--- config.mk ---
export PLATFORM = sky130hd
export DESIGN_NAME = client_liveness_mode_tracker
export DESIGN_NICKNAME = d
export VERILOG_FILES = /design/src/sv/clmt_pkg.sv /design/src/sv/clmt_slot_ram.sv /design/src/sv/client_liveness_mode_tracker.sv
export SDC_FILE = /design/constraint.sdc
export NUM_CORES = 2
export LEC_CHECK = 0
export BUFFER_PORTS_ARGS = -buffer_cell sky130_fd_sc_hd__buf_2
export CAP_MARGIN = 25
export CORE_MARGIN = 10
export CORE_UTILIZATION = 40
export DETAILED_ROUTE_END_ITERATION = 7
export MAX_ROUTING_LAYER = met4
export SYNTH_ARGS = -nofsm -noshare
export SYNTH_HDL_FRONTEND = slang
export SYNTH_HIERARCHICAL = 1
export SYNTH_SLANG_ARGS = --single-unit
--- constraint.sdc ---
create_clock -name i_clk -period 14.43 [get_ports i_clk]
set_input_delay 2.886 -clock i_clk [delete_from_list [all_inputs] [get_ports i_clk]]
set_output_delay 2.886 -clock i_clk [all_outputs]
set_load 0.02 [all_outputs]
--- src/sv/clmt_pkg.sv ---
`timescale 1ns / 1ps
// ----------------------------------------------------------------------------
// Client liveness mode tracker package
// Operation codes, mode codes and shared sizes.
// ----------------------------------------------------------------------------
package clmt_pkg;

    localparam int unsigned SLOTS_DEF = 16;
    localparam logic [31:0] TIMEOUT_RST = 32'd1000;

    typedef enum logic [2:0] {
        OP_ENABLE  = 3'd0,
        OP_OPEN    = 3'd1,
        OP_HELLO   = 3'd2,
        OP_STATE   = 3'd3,
        OP_GOODBYE = 3'd4,
        OP_FAILURE = 3'd5,
        OP_TICK    = 3'd6,
        OP_NONE    = 3'd7
    } t_op;

    localparam logic [2:0] MODE_DISABLED     = 3'd0;
    localparam logic [2:0] MODE_DISCONNECTED = 3'd1;
    localparam logic [2:0] MODE_AWAITING     = 3'd2;
    localparam logic [2:0] MODE_SENSITIVE    = 3'd3;
    localparam logic [2:0] MODE_SAFE         = 3'd4;

endpackage

--- src/sv/clmt_slot_ram.sv ---
`timescale 1ns / 1ps
// ----------------------------------------------------------------------------
// Slot table memory
// One write port and one registered read port for the per-slot words.
// ----------------------------------------------------------------------------
module clmt_slot_ram #(
    parameter int unsigned SLOTS = 16,
    parameter int unsigned AW = 4,
    parameter int unsigned DW = 164
) (
    input  logic          i_clk,
    input  logic          i_we,
    input  logic [AW-1:0] i_waddr,
    input  logic [DW-1:0] i_wdata,
    input  logic [AW-1:0] i_raddr,
    output logic [DW-1:0] o_rdata
);
    logic [DW-1:0] r_mem [SLOTS];

    always_ff @(posedge i_clk) begin
        if (i_we) begin
            r_mem[i_waddr] <= i_wdata;
        end
        o_rdata <= r_mem[i_raddr];
    end
endmodule

--- src/sv/client_liveness_mode_tracker.sv ---
`timescale 1ns / 1ps
// ----------------------------------------------------------------------------
// Client liveness mode tracker
// Session table with one sequencer that walks the slots for every word.
// ----------------------------------------------------------------------------
// Each word walks the slot table through the single read port of the slot
// memory, reading each slot and then processing it: one pass for lookup,
// free slot search and expiry, then one pass that aggregates the mode, plus
// an apply state and an output state. The result is strobed after the output
// state and busy stays high through it, so a new word is taken only once
// the strobe is over. A hello adds a duplicate identity pass before the
// apply state. The result is held for one cycle under o_done and cannot be
// stalled.
module client_liveness_mode_tracker #(
    parameter int unsigned SLOTS = clmt_pkg::SLOTS_DEF
) (
    input  logic        i_clk,
    input  logic        i_rst_n,
    input  logic        start,
    output logic        busy,
    input  logic        i_cfg_we,
    input  logic [31:0] i_cfg_wdata,
    input  logic [2:0]  i_operation,
    input  logic [31:0] i_connection,
    input  logic [31:0] i_client_ident,
    input  logic [63:0] i_sequence_req,
    input  logic        i_sensitive_flag,
    input  logic [31:0] i_now,
    input  logic        i_enable_value,
    output logic        o_done,
    output logic        o_accepted,
    output logic [31:0] o_assigned_connection,
    output logic [2:0]  o_guard_mode
);
    import clmt_pkg::*;

    localparam int unsigned AW = (SLOTS > 1) ? $clog2(SLOTS) : 1;
    localparam int unsigned CW = $clog2(SLOTS + 1);

    typedef enum logic [5:0] {
        S_IDLE  = 6'b000001,
        S_SCAN  = 6'b000010,
        S_DEC   = 6'b000100,
        S_APPLY = 6'b001000,
        S_MODE  = 6'b010000,
        S_OUT   = 6'b100000
    } t_state;

    // slot word: conn, hello, ident, seq_seen, last_seq, state_known, sens, update time
    typedef struct packed {
        logic [31:0] conn;
        logic        hello;
        logic [31:0] ident;
        logic        seq_seen;
        logic [63:0] last_seq;
        logic        known;
        logic        sens;
        logic [31:0] upd;
    } t_slot;

    localparam int unsigned DW = $bits(t_slot);

    t_state r_state, n_state;
    logic [SLOTS-1:0] r_valid, n_valid;
    logic [SLOTS-1:0] r_known, n_known;
    logic [CW-1:0] r_idx, n_idx;
    logic r_rd, n_rd;
    logic [AW-1:0] r_rd_idx, n_rd_idx;
    logic r_guard, n_guard;
    logic [7:0] r_lost, n_lost;
    logic r_latch, n_latch;
    logic [31:0] r_next, n_next;
    logic [31:0] r_timeout;
    logic [2:0] r_op;
    logic [31:0] r_conn, r_ident, r_now;
    logic [63:0] r_seq;
    logic r_sens, r_en;
    logic r_found, n_found;
    logic [AW-1:0] r_fidx, n_fidx;
    t_slot r_fslot, n_fslot;
    logic r_free, n_free;
    logic [AW-1:0] r_freeidx, n_freeidx;
    logic r_dup, n_dup;
    logic r_await, n_await;
    logic r_anys, n_anys;
    logic r_acc, n_acc;
    logic [31:0] r_asg, n_asg;
    logic [2:0] r_mode, n_mode;
    logic r_done;

    logic          we;
    logic [AW-1:0] waddr;
    t_slot         wslot;
    logic [DW-1:0] rdata;
    t_slot         rs;
    logic [31:0]   age;

    assign rs = t_slot'(rdata);
    assign age = r_now - rs.upd;

    clmt_slot_ram #(.SLOTS(SLOTS), .AW(AW), .DW(DW)) u_ram (
        .i_clk  (i_clk),
        .i_we   (we),
        .i_waddr(waddr),
        .i_wdata(DW'(wslot)),
        .i_raddr(n_rd_idx),
        .o_rdata(rdata)
    );

    always_ff @(posedge i_clk) begin
        if (!i_rst_n) begin
            r_timeout <= TIMEOUT_RST;
        end else if (i_cfg_we) begin
            r_timeout <= i_cfg_wdata;
        end
        if (start && !busy) begin
            r_op <= i_operation;
            r_conn <= i_connection;
            r_ident <= i_client_ident;
            r_seq <= i_sequence_req;
            r_sens <= i_sensitive_flag;
            r_now <= i_now;
            r_en <= i_enable_value;
        end
    end

    always_ff @(posedge i_clk) begin
        if (!i_rst_n) begin
            r_state <= S_IDLE;
            r_valid <= '0;
            r_known <= '0;
            r_guard <= 1'b0;
            r_lost <= 8'd0;
            r_latch <= 1'b0;
            r_next <= 32'd0;
            r_done <= 1'b0;
            r_rd <= 1'b0;
        end else begin
            r_state <= n_state;
            r_valid <= n_valid;
            r_known <= n_known;
            r_guard <= n_guard;
            r_lost <= n_lost;
            r_latch <= n_latch;
            r_next <= n_next;
            r_done <= (r_state == S_OUT);
            r_rd <= n_rd;
        end
        r_idx <= n_idx;
        r_rd_idx <= n_rd_idx;
        r_found <= n_found;
        r_fidx <= n_fidx;
        r_fslot <= n_fslot;
        r_free <= n_free;
        r_freeidx <= n_freeidx;
        r_dup <= n_dup;
        r_await <= n_await;
        r_anys <= n_anys;
        r_acc <= n_acc;
        r_asg <= n_asg;
        r_mode <= n_mode;
    end

    always_comb begin
        n_state = r_state;
        n_valid = r_valid;
        n_known = r_known;
        n_guard = r_guard;
        n_lost = r_lost;
        n_latch = r_latch;
        n_next = r_next;
        n_idx = r_idx;
        n_rd = 1'b0;
        n_rd_idx = r_rd_idx;
        n_found = r_found;
        n_fidx = r_fidx;
        n_fslot = r_fslot;
        n_free = r_free;
        n_freeidx = r_freeidx;
        n_dup = r_dup;
        n_await = r_await;
        n_anys = r_anys;
        n_acc = r_acc;
        n_asg = r_asg;
        n_mode = r_mode;
        we = 1'b0;
        waddr = r_rd_idx;
        wslot = rs;
        case (r_state)
            S_IDLE: begin
                if (start && !busy) begin
                    n_state = S_SCAN;
                    n_idx = '0;
                    n_rd = 1'b1;
                    n_rd_idx = '0;
                    n_found = 1'b0;
                    n_free = 1'b0;
                    n_dup = 1'b0;
                    n_acc = 1'b0;
                    n_asg = 32'd0;
                end
            end
            S_SCAN: begin
                // Lookup by connection, free slot search and expiry in one pass.
                if (r_rd) begin
                    if (!r_valid[r_rd_idx] && !r_free) begin
                        n_free = 1'b1;
                        n_freeidx = r_rd_idx;
                    end
                    if (r_valid[r_rd_idx] && rs.conn == r_conn && !r_found) begin
                        n_found = 1'b1;
                        n_fidx = r_rd_idx;
                        n_fslot = rs;
                    end
                    if (r_op == OP_TICK && r_valid[r_rd_idx] && age > r_timeout) begin
                        n_valid[r_rd_idx] = 1'b0;
                        if (r_known[r_rd_idx]) begin
                            if (n_lost != 8'd255) begin
                                n_lost = n_lost + 8'd1;
                            end
                        end else begin
                            n_latch = 1'b1;
                        end
                    end
                    n_idx = r_idx + CW'(1);
                    if (r_idx == CW'(SLOTS - 1)) begin
                        n_state = (r_op == OP_HELLO) ? S_DEC : S_APPLY;
                        n_idx = '0;
                        n_rd = (r_op == OP_HELLO);
                        n_rd_idx = '0;
                    end
                end else begin
                    n_rd = 1'b1;
                    n_rd_idx = r_idx[AW-1:0];
                end
            end
            S_DEC: begin
                // Duplicate identity check for hello.
                if (r_rd) begin
                    if (!(r_found && r_rd_idx == r_fidx) && r_valid[r_rd_idx] && rs.hello
                            && rs.ident == r_ident) begin
                        n_dup = 1'b1;
                    end
                    n_idx = r_idx + CW'(1);
                    if (r_idx == CW'(SLOTS - 1)) begin
                        n_state = S_APPLY;
                    end
                end else begin
                    n_rd = 1'b1;
                    n_rd_idx = r_idx[AW-1:0];
                end
            end
            S_APPLY: begin
                n_state = S_MODE;
                n_idx = '0;
                n_rd = 1'b0;
                waddr = r_fidx;
                wslot = r_fslot;
                wslot.upd = r_now;
                case (r_op)
                    OP_ENABLE: begin
                        if (r_en != r_guard) begin
                            n_guard = r_en;
                            if (r_en) begin
                                n_lost = 8'd0;
                                n_latch = 1'b0;
                                n_known = '0;
                            end
                        end
                    end
                    OP_OPEN: begin
                        if (r_free) begin
                            we = 1'b1;
                            waddr = r_freeidx;
                            wslot = '0;
                            wslot.conn = r_next;
                            wslot.upd = r_now;
                            n_valid[r_freeidx] = 1'b1;
                            n_known[r_freeidx] = 1'b0;
                            n_asg = r_next;
                            n_next = r_next + 32'd1;
                            n_acc = 1'b1;
                        end
                    end
                    OP_HELLO: begin
                        if (r_found && !r_fslot.hello && !r_dup) begin
                            we = 1'b1;
                            wslot.ident = r_ident;
                            wslot.hello = 1'b1;
                            n_acc = 1'b1;
                        end
                    end
                    OP_STATE: begin
                        if (r_found && r_fslot.hello
                                && !(r_fslot.seq_seen && r_seq <= r_fslot.last_seq)) begin
                            we = 1'b1;
                            wslot.seq_seen = 1'b1;
                            wslot.last_seq = r_seq;
                            wslot.sens = r_sens;
                            n_known[r_fidx] = 1'b1;
                            n_latch = 1'b0;
                            if (!r_known[r_fidx] && r_lost != 8'd0) begin
                                n_lost = r_lost - 8'd1;
                            end
                            n_acc = 1'b1;
                        end
                    end
                    OP_GOODBYE: begin
                        if (r_found && r_fslot.hello) begin
                            n_valid[r_fidx] = 1'b0;
                            n_acc = 1'b1;
                        end
                    end
                    OP_FAILURE: begin
                        if (r_found) begin
                            n_valid[r_fidx] = 1'b0;
                            if (r_known[r_fidx]) begin
                                if (r_lost != 8'd255) begin
                                    n_lost = r_lost + 8'd1;
                                end
                            end else begin
                                n_latch = 1'b1;
                            end
                        end
                    end
                    default: begin
                    end
                endcase
                n_await = 1'b0;
                n_anys = 1'b0;
            end
            S_MODE: begin
                // Aggregate over live slots; sensitive flags come from memory.
                if (r_rd) begin
                    if (r_valid[r_rd_idx]) begin
                        if (!rs.hello || !r_known[r_rd_idx]) begin
                            n_await = 1'b1;
                        end
                        if (rs.sens) begin
                            n_anys = 1'b1;
                        end
                    end
                    n_idx = r_idx + CW'(1);
                    if (r_idx == CW'(SLOTS - 1)) begin
                        n_state = S_OUT;
                    end
                end else begin
                    n_rd = 1'b1;
                    n_rd_idx = r_idx[AW-1:0];
                end
            end
            S_OUT: begin
                n_state = S_IDLE;
                if (!r_guard) begin
                    n_mode = MODE_DISABLED;
                end else if (r_latch || r_lost != 8'd0) begin
                    n_mode = MODE_DISCONNECTED;
                end else if (r_valid == '0 || r_await) begin
                    n_mode = MODE_AWAITING;
                end else if (r_anys) begin
                    n_mode = MODE_SENSITIVE;
                end else begin
                    n_mode = MODE_SAFE;
                end
            end
            default: begin
                n_state = S_IDLE;
            end
        endcase
    end

    assign busy = (r_state != S_IDLE) || r_done;
    assign o_done = r_done;
    assign o_accepted = r_acc;
    assign o_assigned_connection = r_asg;
    assign o_guard_mode = r_mode;
endmodule

**Word-level counts from Yosys, hierarchy flattened**

Memories as Yosys holds them, arrays and structs flattened. A register that Yosys moved wholly into a read port is not among the register bits.
Cells that the tools add are included.
W data, S select, Z words.

- Register bits after elaboration: 469
- Bits in writable memories: 2,624
- Input port bits: 201
- Output and inout port bits: 38
- Logic and storage cells: 302
- Memories: 1

- $add $sub $neg: 5
- Order comparisons: 8
- Eq/ne operators: 55
- Muxes and demuxes: 122
- Bitwise operators: 9
- Reductions and logical operators: 64

Memory list:

| memory | words | width | read ports | clocked after Yosys merged registers in | write ports | RTL line | text |
|---|---|---|---|---|---|---|---|
| u_ram.r_mem | 16 | 164 | 1 | 1 | 1 | clmt_slot_ram.sv:18 | `logic [DW-1:0] r_mem [SLOTS];` |

Operators by type and width:

| operator | number |
|---|---|
| $mux W164 | 2 |
| $mux W32 | 5 |
| $mux W16 | 9 |
| $pmux W65 S2 | 1 |
| $pmux W16 S3 | 2 |
| $mux W8 | 10 |
| $pmux W33 S2 | 1 |
| $mux W65 | 1 |
| $eq A32 B32 Y1 | 2 |
| $le A64 B64 Y1 | 1 |
| $pmux W32 S2 | 1 |
| $and A16 B16 Y16 | 3 |
| $not A16 Y16 | 3 |
| $mux W1 | 44 |
| $mux W6 | 7 |
| $ne A2 B2 Y1 const B | 20 |
| $mux W33 | 1 |
| $add A32 B1 Y32 const B | 1 |
| $gt A32 B32 Y1 | 1 |
| $mux W4 | 8 |
| $or A16 B16 Y16 | 2 |
| $pmux W16 S2 | 1 |
| $sub A32 B32 Y32 | 1 |
| $ne A3 B3 Y1 const B | 10 |
| 53 further kinds | 126 |

**Longest topological paths before layout**

- Word-level depth: 9
- Gate-level depth with buffers: 26
- Gate-level depth less buffers: 25

**Cells and area by module**

Netlist, hierarchy kept.

Modules (own cells, without submodules):

| module | instances | cells an instance | area an instance (um^2) | seq. area each (um^2) |
|---|---|---|---|---|
| clmt_slot_ram | 1 | 4,277 | 101,726.3 | 82,078.7 |
| client_liveness_mode_tracker | 1 | 2,479 | 25,333.0 | 12,902.4 |

**Worst setup path before layout**

No wires, ideal clock.

- Path kind: reg-to-reg
- Start: reg r_seq[31]
- End: mem u_ram.r_mem[0][0], enable pin
- Arrival: 14.373 ns
- Data required time: 13.542 ns
- Slack: -0.832 ns
- Cell stages (with the launch flop): 13
- Buffers on the path: 1
- Period minus slack after synthesis: 15.262 ns
- Cells stage by stage: edfxtp_1 ha_1 nand4_1 or3_1 o21ai_1 a21oi_1 o21a_1 a31o_1 a21bo_2 buf_2 a2111oi_0 or3b_2 nor3_1

- Longest elaborated chain between the ends: 9

Ends and longest elaborated chain:

| element | RTL line | text |
|---|---|---|
| start: declaration | client_liveness_mode_tracker.sv:76 | `logic [63:0] r_seq;` |
| start signal: assignment | client_liveness_mode_tracker.sv:120 | `r_seq <= i_sequence_req;` |
| $le A64 B64 Y1 | client_liveness_mode_tracker.sv:295 | `&& !(r_fslot.seq_seen && r_seq <= r_fslot.last_seq)) begin` |
| $logic_and A1 B1 Y1 | client_liveness_mode_tracker.sv:295 |  |
| $logic_not A1 Y1 | client_liveness_mode_tracker.sv:295 |  |
| $logic_and A1 B1 Y1 | client_liveness_mode_tracker.sv:295 |  |
| $mux W1 | client_liveness_mode_tracker.sv:294 | `if (r_found && r_fslot.hello` |
| $pmux W1 S3 | client_liveness_mode_tracker.sv:260 | `case (r_op)` |
| $mux W1 | client_liveness_mode_tracker.sv:189 | `case (r_state)` |
| named net we | client_liveness_mode_tracker.sv:91 | `logic we;` |
| $mux W1 | clmt_slot_ram.sv:21 | `if (i_we) begin` |
| $mux W1 (implied by the code) | clmt_slot_ram.sv:22 | `r_mem[i_waddr] <= i_wdata;` |
| end: declaration | clmt_slot_ram.sv:18 |  |

The timed path passes the listed nets, and every way through them passes these cells.

**Worst setup path in the final report**

- Start: reg r_seq[58]
- End: mem u_ram.r_mem[1][49], enable pin

The elaborated chain is that of the path after synthesis.

==> flow_metrics.py <==
metrics = {
    "run_status": {
        "status": "completed",
    },
    "global_routing": {
        "track_usage_pct": 19.3,
        "grt_max_degree": 139,
        "overflow": 0,
        "antenna_found_initial": 30,
        "grt_pass1_wl_mm": 475,
        "grt_pass1_vias": 66442,
    },
    "clock_tree": {
        "ctsHoldBuffers": 0,
        "clkSinkCount": 3239,
        "cts.clk_slew.worst_paths_ps": 60,
        "cts_buffers": 338,
        "cts.repair.resized": 0,
        "clk-insertion-delay-late_ps": 890,
        "cts_tree": "yes",
        "root_buffer": "clkbuf_16",
        "htreeDepth": 5,
        "post-cts-setup-buffers": 0,
        "clock_path_buffers": 4,
    },
    "timing": {
        "worst_pin_slew_ps": 1200,
        "whs_ps": 429,
        "min_period_ps": 7560,
        "finalMaxSlewViolations": 0,
        "fin_worst_skew_ps": 58.0,
        "fmax_ghz": 0.132,
        "finalSetupViolCount": 0,
        "hold_viol": 0,
        "rsz0062_at_grt": "no",
        "relSlewSlack_pct": 19.9,
        "totalNegativeSetupSlack_ps": 0,
        "min_period_over_period_pct": 52.4,
        "worst_slack_ps": 6870,
    },
    "setup_path": {
        "cp_common_cell": "buf_4",
        "critPathRequiredTime_ps": 14900,
        "cpPeakStageDelay_ps": 950,
        "slowest_stage": "a2111oi_0",
        "startpoint": "r_seq[58]$_DFFE_PP_",
        "endpoint_kind": "flop",
        "reg2regPathDepth": 14,
        "critPathMaxFanout": 44,
        "crit_type": "flop to flop",
        "regToRegStartpoint": "r_seq[58]$_DFFE_PP_",
        "cp.depth": 14,
        "start_kind": "flop",
        "critPathBufInv": 3,
        "crit_family": "simple AND/OR/NAND/NOR gates",
        "endpoint": "u_ram/r_mem[1][49]$_DFFE_PP_",
        "crit_chain": "ha_1 > nand4_1 > nor4_2 > nand3_1 > nor3_1 > o21ai_1 > a31o_1 > a21bo_4 > a2111oi_0 > or3b_2 > nor2_4 > buf_4 > buf_4 > buf_4",
        "worstReg2RegEnd": "u_ram/r_mem[1][49]$_DFFE_PP_",
        "ff2ff_setup_slack_ps": 6870,
        "crit_arrival_ps": 8020,
    },
    "die": {
        "core_um2": 315000,
        "fp.dieH_um": 582,
        "initial_core_util_pct": 40.2,
        "io-pin-count": 239,
        "die_w_um": 582,
        "placementRows": 206,
        "dieArea_um2": 339000,
    },
    "power": {
        "ir_drop_v": 0.000107,
        "power.density_nw_per_um2": 152,
        "power_leakage_nw": 46.8,
    },
    "synthesis": {
        "synth_cells": 6726,
        "syn_nets": 7062,
        "yosys_warnings": 6,
        "synth_area_um2": 126000,
        "syn_area_per_cell_um2": 18.8,
    },
    "finish": {
        "stdcell_area_um2": 144000,
        "synthToLayoutAreaGrowth_pct": 14.3,
        "fin_cells": 11618,
        "drive_gt1_share_pct": 23.4,
        "fin_nets": 7514,
        "fillers": 26417,
    },
    "drt": {
        "drtIter0Drc": 8158,
        "dr.pass1.iters": 6,
        "vias": 66323,
        "wl_mm": 329,
        "routedWlPerCell_um": 28.3,
        "routed_via_density": 5.71,
        "ant_nets": 0,
        "drc": 0,
    },
    "placed_design": {
        "port_buffers": 238,
        "post-dp-hpwl_mm": 178,
        "place_congestion": 0.804,
        "place_area_um2": 133000,
        "place_inst": 10983,
        "pre_cts_ws_ps": 6950,
    },
    "job": {
        "drv_cap": 0,
    },
    "min_path": {
        "hold_path.class": "flop to flop",
    },
}
state kept, by name, summed over array words and instances, names as in the netlist, 32 cells and up:
name / count
u_ram/r_mem: 2608
u_ram/o_rdata: 163
r_fslot: 131
r_seq: 64
o_assigned_connection: 32
r_conn: 32
r_ident: 32
r_next: 32
r_now: 32
r_timeout: 32
cells in the final DEF, fill, tap and decap left out, drive strengths merged, types with 16 or more instances in the layout:
| cell | count |
|---|---|
| xnor2 | 79 |
| edfxtp | 2958 |
| and2 | 72 |
| mux2 | 68 |
| nand2 | 388 |
| nor2 | 260 |
| a22oi | 285 |
| a21o | 50 |
| nand4 | 45 |
| nand2b | 32 |
| or2 | 17 |
| inv | 154 |
| buf | 466 |
| nor4 | 36 |
| clkbuf | 459 |
| clkinv | 114 |
| a31oi | 48 |
| ha | 134 |
| mux2i | 118 |
| dfxtp | 281 |
| nand3 | 30 |
| nor2b | 80 |
| a21oi | 106 |
| o21ai | 203 |
| xor2 | 44 |
| nor3 | 44 |
| bufinv | 22 |
| mux4 | 630 |
| o21a | 18 |
| o221a | 16 |
| o221ai | 25 |
| a221oi | 46 |
worst register-to-register path, delay by kind of cell (launching register included):
kind,cells,cell delay (ps)
AOI/OAI and AO/OA,4,1690
adders and majority gates,1,330
buffers and inverters,3,2300
DFF,1,400
and+or+nand+nor,6,2420
power by group:
part | internal, mW | leakage (nW) | switching [mW]
registers | 10.9 | 29.1 | 0.215
logic | 0.830 | 12.4 | 1.47
clock network | 4.95 | 5.30 | 3.59
worst min-delay path by stage:
stage | start | end | slack [ps] | depth (start not counted)
finish | u_ram/o_rdata[43]$_DFF_P_ | r_fslot[43]$_DFFE_PP_ | 430 | 0
global route | u_ram/o_rdata[65]$_DFF_P_ | r_fslot[65]$_DFFE_PP_ | 440 | 0
CTS | u_ram/o_rdata[43]$_DFF_P_ | r_fslot[43]$_DFFE_PP_ | 430 | 0
detailed placement | u_ram/o_rdata[65]$_DFF_P_ | r_fslot[65]$_DFFE_PP_ | 420 | 0
global placement | u_ram/o_rdata[43]$_DFF_P_ | r_fslot[43]$_DFFE_PP_ | 410 | 0
floorplan | u_ram/o_rdata[35]$_DFF_P_ | r_fslot[35]$_DFFE_PP_ | 410 | 0
area by class of cell:
cell class                 instances  area (µm²)  share of cell area [%]
clock inverter                   157        1480                    1.03
sequential                      3239       94500                    65.4
timing repair buffer             467        3320                    2.30
multi-input combinational       2988       30000                    20.8
tap                             4160        5200                    3.60
clock buffer                     458        9350                    6.47
inverter                         144         556                   0.385
antenna                            5        12.5                 0.00866
per-layer routing:
metal / share of wire, % / GRT usage, % / vias up / routed length (µm)
met3: 8.3 / 3.46 / 454 / 27400
met1: 45 / 28.3 / 35001 / 146000
met4: 1.9 / 3.66 / 0 / 6290
met5: 0 / - / - / 0
li1: - / - / 28011 / -
met2: 45 / 28.7 / 2857 / 149000
metrics by stage:
step | power, mW | util, %
finish | 22.0 | 45.9
global route | 22.7 | 45.9
CTS | 22.1 | 45.8
detailed placement | 13.6 | 42.4
global placement | 13.5 | 42.3
floorplan | 12.7 | -
No activity file was read; power rests on OpenSTA's default activity.
